===== src/slis_pkg.sv =====
// shared types and codes for the sorted leaf insert and split block
package slis_pkg;

  localparam logic OP_INSERT = 1'b0;
  localparam logic OP_READ   = 1'b1;

  localparam logic [1:0] KIND_DONE  = 2'd0;
  localparam logic [1:0] KIND_SPLIT = 2'd1;
  localparam logic [1:0] KIND_DATA  = 2'd2;
  localparam logic [1:0] KIND_EMPTY = 2'd3;

  localparam int VALUE_BYTES = 32;
  localparam int LAST_BYTE   = 31;

  typedef struct packed {
    logic        op;
    logic [31:0] key;
    logic [63:0] value_w0;
    logic [63:0] value_w1;
    logic [63:0] value_w2;
    logic [63:0] value_w3;
    logic [31:0] new_page;
    logic [3:0]  slot;
  } in_item_t;

  typedef struct packed {
    logic [1:0]  kind;
    logic [31:0] cell_key;
    logic [63:0] out_w0;
    logic [63:0] out_w1;
    logic [63:0] out_w2;
    logic [63:0] out_w3;
    logic [31:0] separator_key;
    logic [31:0] right_next;
    logic [4:0]  cell_count;
    logic        last;
  } out_item_t;

  // byte-wise value clean: zero after the first zero byte, and the final byte
  function automatic logic [255:0] clean_value(input logic [255:0] src);
    logic [255:0] dst;
    logic         ended;
    dst   = '0;
    ended = 1'b0;
    for (int b = 0; b < VALUE_BYTES; b++) begin
      if (b == LAST_BYTE) ended = 1'b1;
      if (!ended && src[8*b +: 8] == 8'd0) ended = 1'b1;
      if (!ended) dst[8*b +: 8] = src[8*b +: 8];
    end
    return dst;
  endfunction

endpackage


===== src/slis_cmp.sv =====
// shared key compare unit used by the search step
module slis_cmp import slis_pkg::*; (
  input  logic [31:0] probe_key,
  input  logic [31:0] item_key,
  output logic        equal,
  output logic        less
);
  // one unsigned compare per cycle
  assign equal = (probe_key == item_key);
  assign less  = (probe_key < item_key);
endmodule


===== config.mk =====
export PLATFORM = sky130hd
export DESIGN_NAME = slis_cmp
export DESIGN_NICKNAME = d
export VERILOG_FILES = /design/src/slis_pkg.sv /design/src/slis_cmp.sv
export SDC_FILE = /design/constraint.sdc
export NUM_CORES = 1
export LEC_CHECK = 0
export BUFFER_PORTS_ARGS = -buffer_cell sky130_fd_sc_hd__buf_2
export CORE_MARGIN = 4
export CORE_UTILIZATION = 35
export DETAILED_ROUTE_END_ITERATION = 8
export GPL_TIMING_DRIVEN = 0
export PLACE_DENSITY_LB_ADDON = 0.2
export SYNTH_ARGS = -nofsm -noshare
export SYNTH_HDL_FRONTEND = slang
export SYNTH_SLANG_ARGS = --single-unit

===== constraint.sdc =====
create_clock -name vclk -period 2.82
set_clock_uncertainty 0.05 [all_clocks]
set_input_delay 0.564 -clock vclk [all_inputs]
set_output_delay 0.564 -clock vclk [all_outputs]
set_load 0.005 [all_outputs]

Word-level counts from Yosys, hierarchy flattened
Index checks and enable logic that the tools add are counted.
{"block": "op_classes", "mux": 0, "n_addsub": 0, "bitwise": 0, "n_eq_ne": 1, "shift": 0, "mul": 0, "n_lt_le_gt_ge": 1, "n_reduce_logical": 0, "n_div": 0}
{"operator": "equality test 32 bit", "n": 1}
{"operator": "less-than comparator 32 bit", "n": 1}
{"block": "word_totals", "reg_bits": 0, "memories": 0, "elab_cells": 2, "output_inout_bits": 2, "mem_bits_rw": 0, "rom_bits": 0, "input_bits": 64, "latch_bits": 0}

Logic depth before layout (Yosys ltp)
{"block": "logic_depth", "depth_word": 1, "ltp_mapped": 7}

Least setup slack after synthesis
OpenSTA, ideal clock, no wires.
{"block": "synth_timing", "path_type": "input port to output port", "startpoint": "input port item_key[13]", "endpoint": "output port less", "path_stages": 7, "slack_ps": 51, "n_path_buf": 0, "arrival_ps": 2155, "cell_sequence": "inv_1 ha_1 a21oi_1 nor2_1 a211o_1 or4b_1 a2111oi_2"}
{"block": "synth_via", "elab_chain_cells": 1}
{"element": "start: declaration", "line": "slis_cmp.sv:4", "text": "input logic [31:0] item_key,"}
{"element": "less-than comparator 32 bit", "line": "slis_cmp.sv:10", "text": "assign less = (probe_key < item_key);"}
{"element": "end: declaration", "line": "slis_cmp.sv:6", "text": "output logic less"}
Every way passes these cells.

Worst setup path after layout
Ends and elaborated chain as after synthesis.

==> qor.yml <==
synth.area.mux_share_pct: 0
failed_checks: "negative setup slack"
arrival_ns: 2.27
ant_nets: 0
synth_top_family_by_area: "adder cells"
synth_cell_types: 22
rsz0062_at_grt: "yes"
power.share.clock_pct: 0
fmax_mhz: 347
p_total_mw: 0.158
drcViolationCount: 0
syn_avg_cell_area_um2: 7.03
cp_max_fo: 2
peakVddDrop_mv: 0.0711
io_buffers: 66
drt-pass1-iter-count: 4
io_pins: 66
area_delta_synth_final_pct: 57.9
yosys.area_share.simple_pct: 18.6
vias: 989
rows: 17
final_common_cell: "buf_2"
place_ws_ns: -0.255
start_util_pct: 36.5
antenna_found_initial: 0
relSlewSlack_pct: 76.9
nClkBuffers: 0
track_usage_pct: 13.2
synth_area_leaders: "ha_1 (50%), inv_1 (15%), a21oi_1 (6.8%)"
synthAdderAreaFrac_pct: 49.5
post-dp-hpwl_um: 1970
die_y_um: 56.1
power.leakage_nw: 0.781
die_w_um: 56.1
worstMarginPinSlew_ns: 0.343
diodes: 0
drive_above_1_share_pct: 42.3
design_area_mm2: 0.00128
vias_per_cell: 4.71
seq_cells: 0
die_area_mm2: 0.00314
endpoint_kind: "output port"
setup_violations: 1
worstSetupStartpointType: "input pin"
synthXorXnorAreaFrac_pct: 0
p_sw_mw: 0.0696
critPathKind: "input pin to output port"
period_share_pct: 102
fin_crit_ns: 2.88
synth.net_count: 211
seq_area_frac_synth_pct: 0
core_mm2: 0.00221
synth_largest_area_cell: "ha_1"
finalHoldViolCount: 0
grt_first_pass_wirelength_um: 3710
synth_compound_area_share_pct: 17.0
seqPwrFrac_pct: 0
hold_class: "input pin to output port"
placed_cell_area_mm2: 0.00117
max-cap-violations: 0
status: "complete, but fails checks"
nFillCells: 227
drtIter0Drc: 7
drt-total-wl_um: 2170
setup_slack_ns: -0.0613
grt_max_degree: 4
slew_violations: 0
share_comb_of_total_power_pct: 100.0
ff_latch_area_um2: 0
nets: 280
internal_power_mw: 0.0881
switching_share_pct: 44.1
first_global_vias: 1061
power_density_mw_per_mm2: 124
yosysTopAreaCellShare_pct: 49.5
grt_overflow: 0
gp_congestion: 0.727
netlist_instances: 115
syn_area_um2: 808
critPathRequiredTime_ns: 2.21
ys_warn_count: 0
routedWlPerCell_um: 10.3
final_cell_mix: "buf_2 (64), inv_1 (31), ha_1 (27)"
==> synth_stat cells <==
master     number
nand2_2         1
nand2_1         9
o211ai_1        1
a21oi_1        11
a21boi_1        1
o21ai_1         1
and4_1          2
or4b_1          1
ha_1           32
nor2b_1         2
or3_1           1
nor4_1          1
nand3_1         2
a211oi_1        1
a221oi_1        1
o21ai_0         3
inv_1          32
nor2_1          6
a2111oi_2       1
a21o_1          1
a211o_1         1
nand4_1         4
==> layer usage <==
| metal | vias up | track usage (%) | share of wire [%] |
|---|---|---|---|
| li1 | 532 | - | - |
| met1 | 423 | 13.1 | 34 |
| met2 | 34 | 28.5 | 55 |
| met3 | 0 | 3.02 | 11 |
| met4 | 0 | 0 | 0 |
| met5 | - | 0 | 0 |
==> worst max-delay path, cell delays in order <==
cell and delay [ns]:
buf_6 0.09, inv_2 0.05, ha_4 0.19, a21oi_2 0.11
nor2_1 0.05, a211o_1 0.23, or4b_4 0.53, a2111oi_4 0.28
buf_2 0.16
==> per-stage QoR <==
step | hold slack, ns | setup TNS [ns] | util (%) | cells
finish | 1.51 | -0.0613 | 57.7 | 210
global route | 1.52 | -0.138 | 57.7 | 210
CTS | 1.52 | -0.0686 | 56.6 | 210
detailed placement | 1.48 | -0.255 | 53.1 | 209
global placement | 1.48 | -0.242 | 53.1 | 209
floorplan | 1.26 | 0 | - | 115
==> power by group through the flow <==
stage          Combinational [mW]  Clock, mW  Sequential (mW)
3_5_place_dp                0.141          0                0
5_1_grt                     0.184          0                0
6_report                    0.158          0                0
2_1_floorplan              0.0773          0                0
4_1_cts                     0.156          0                0
3_3_place_gp                0.133          0                0
==> final cells by class <==
type | count | area, um^2 | share of cell area (%)
inverters | 32 | 120 | 9.41
well taps | 28 | 35.0 | 2.75
repair buffers | 67 | 350 | 27.5
multi-input cells | 83 | 771 | 60.4
==> timing repair <==
item,in CTS,in global routing
endpoints found under the setup margin,1,1
hold buffers,0,0
buffers inserted,1,0
pin swaps,4,1
gates resized for setup,9,2
==> logic make-up after synthesis <==
group,count (synthesis)
adders and majority gates,32
and+or+nand+nor,29
AOI/OAI and AO/OA,22
buffers and inverters,32
==> final timing paths <==
check / start / endpoint / slack (ns) / cells past startpoint
worst max-delay path: item_key[13] / less / -0.06 / 9
worst min-delay path: probe_key[31] / less / 1.51 / 4
Power figures use the tool's default switching activity.
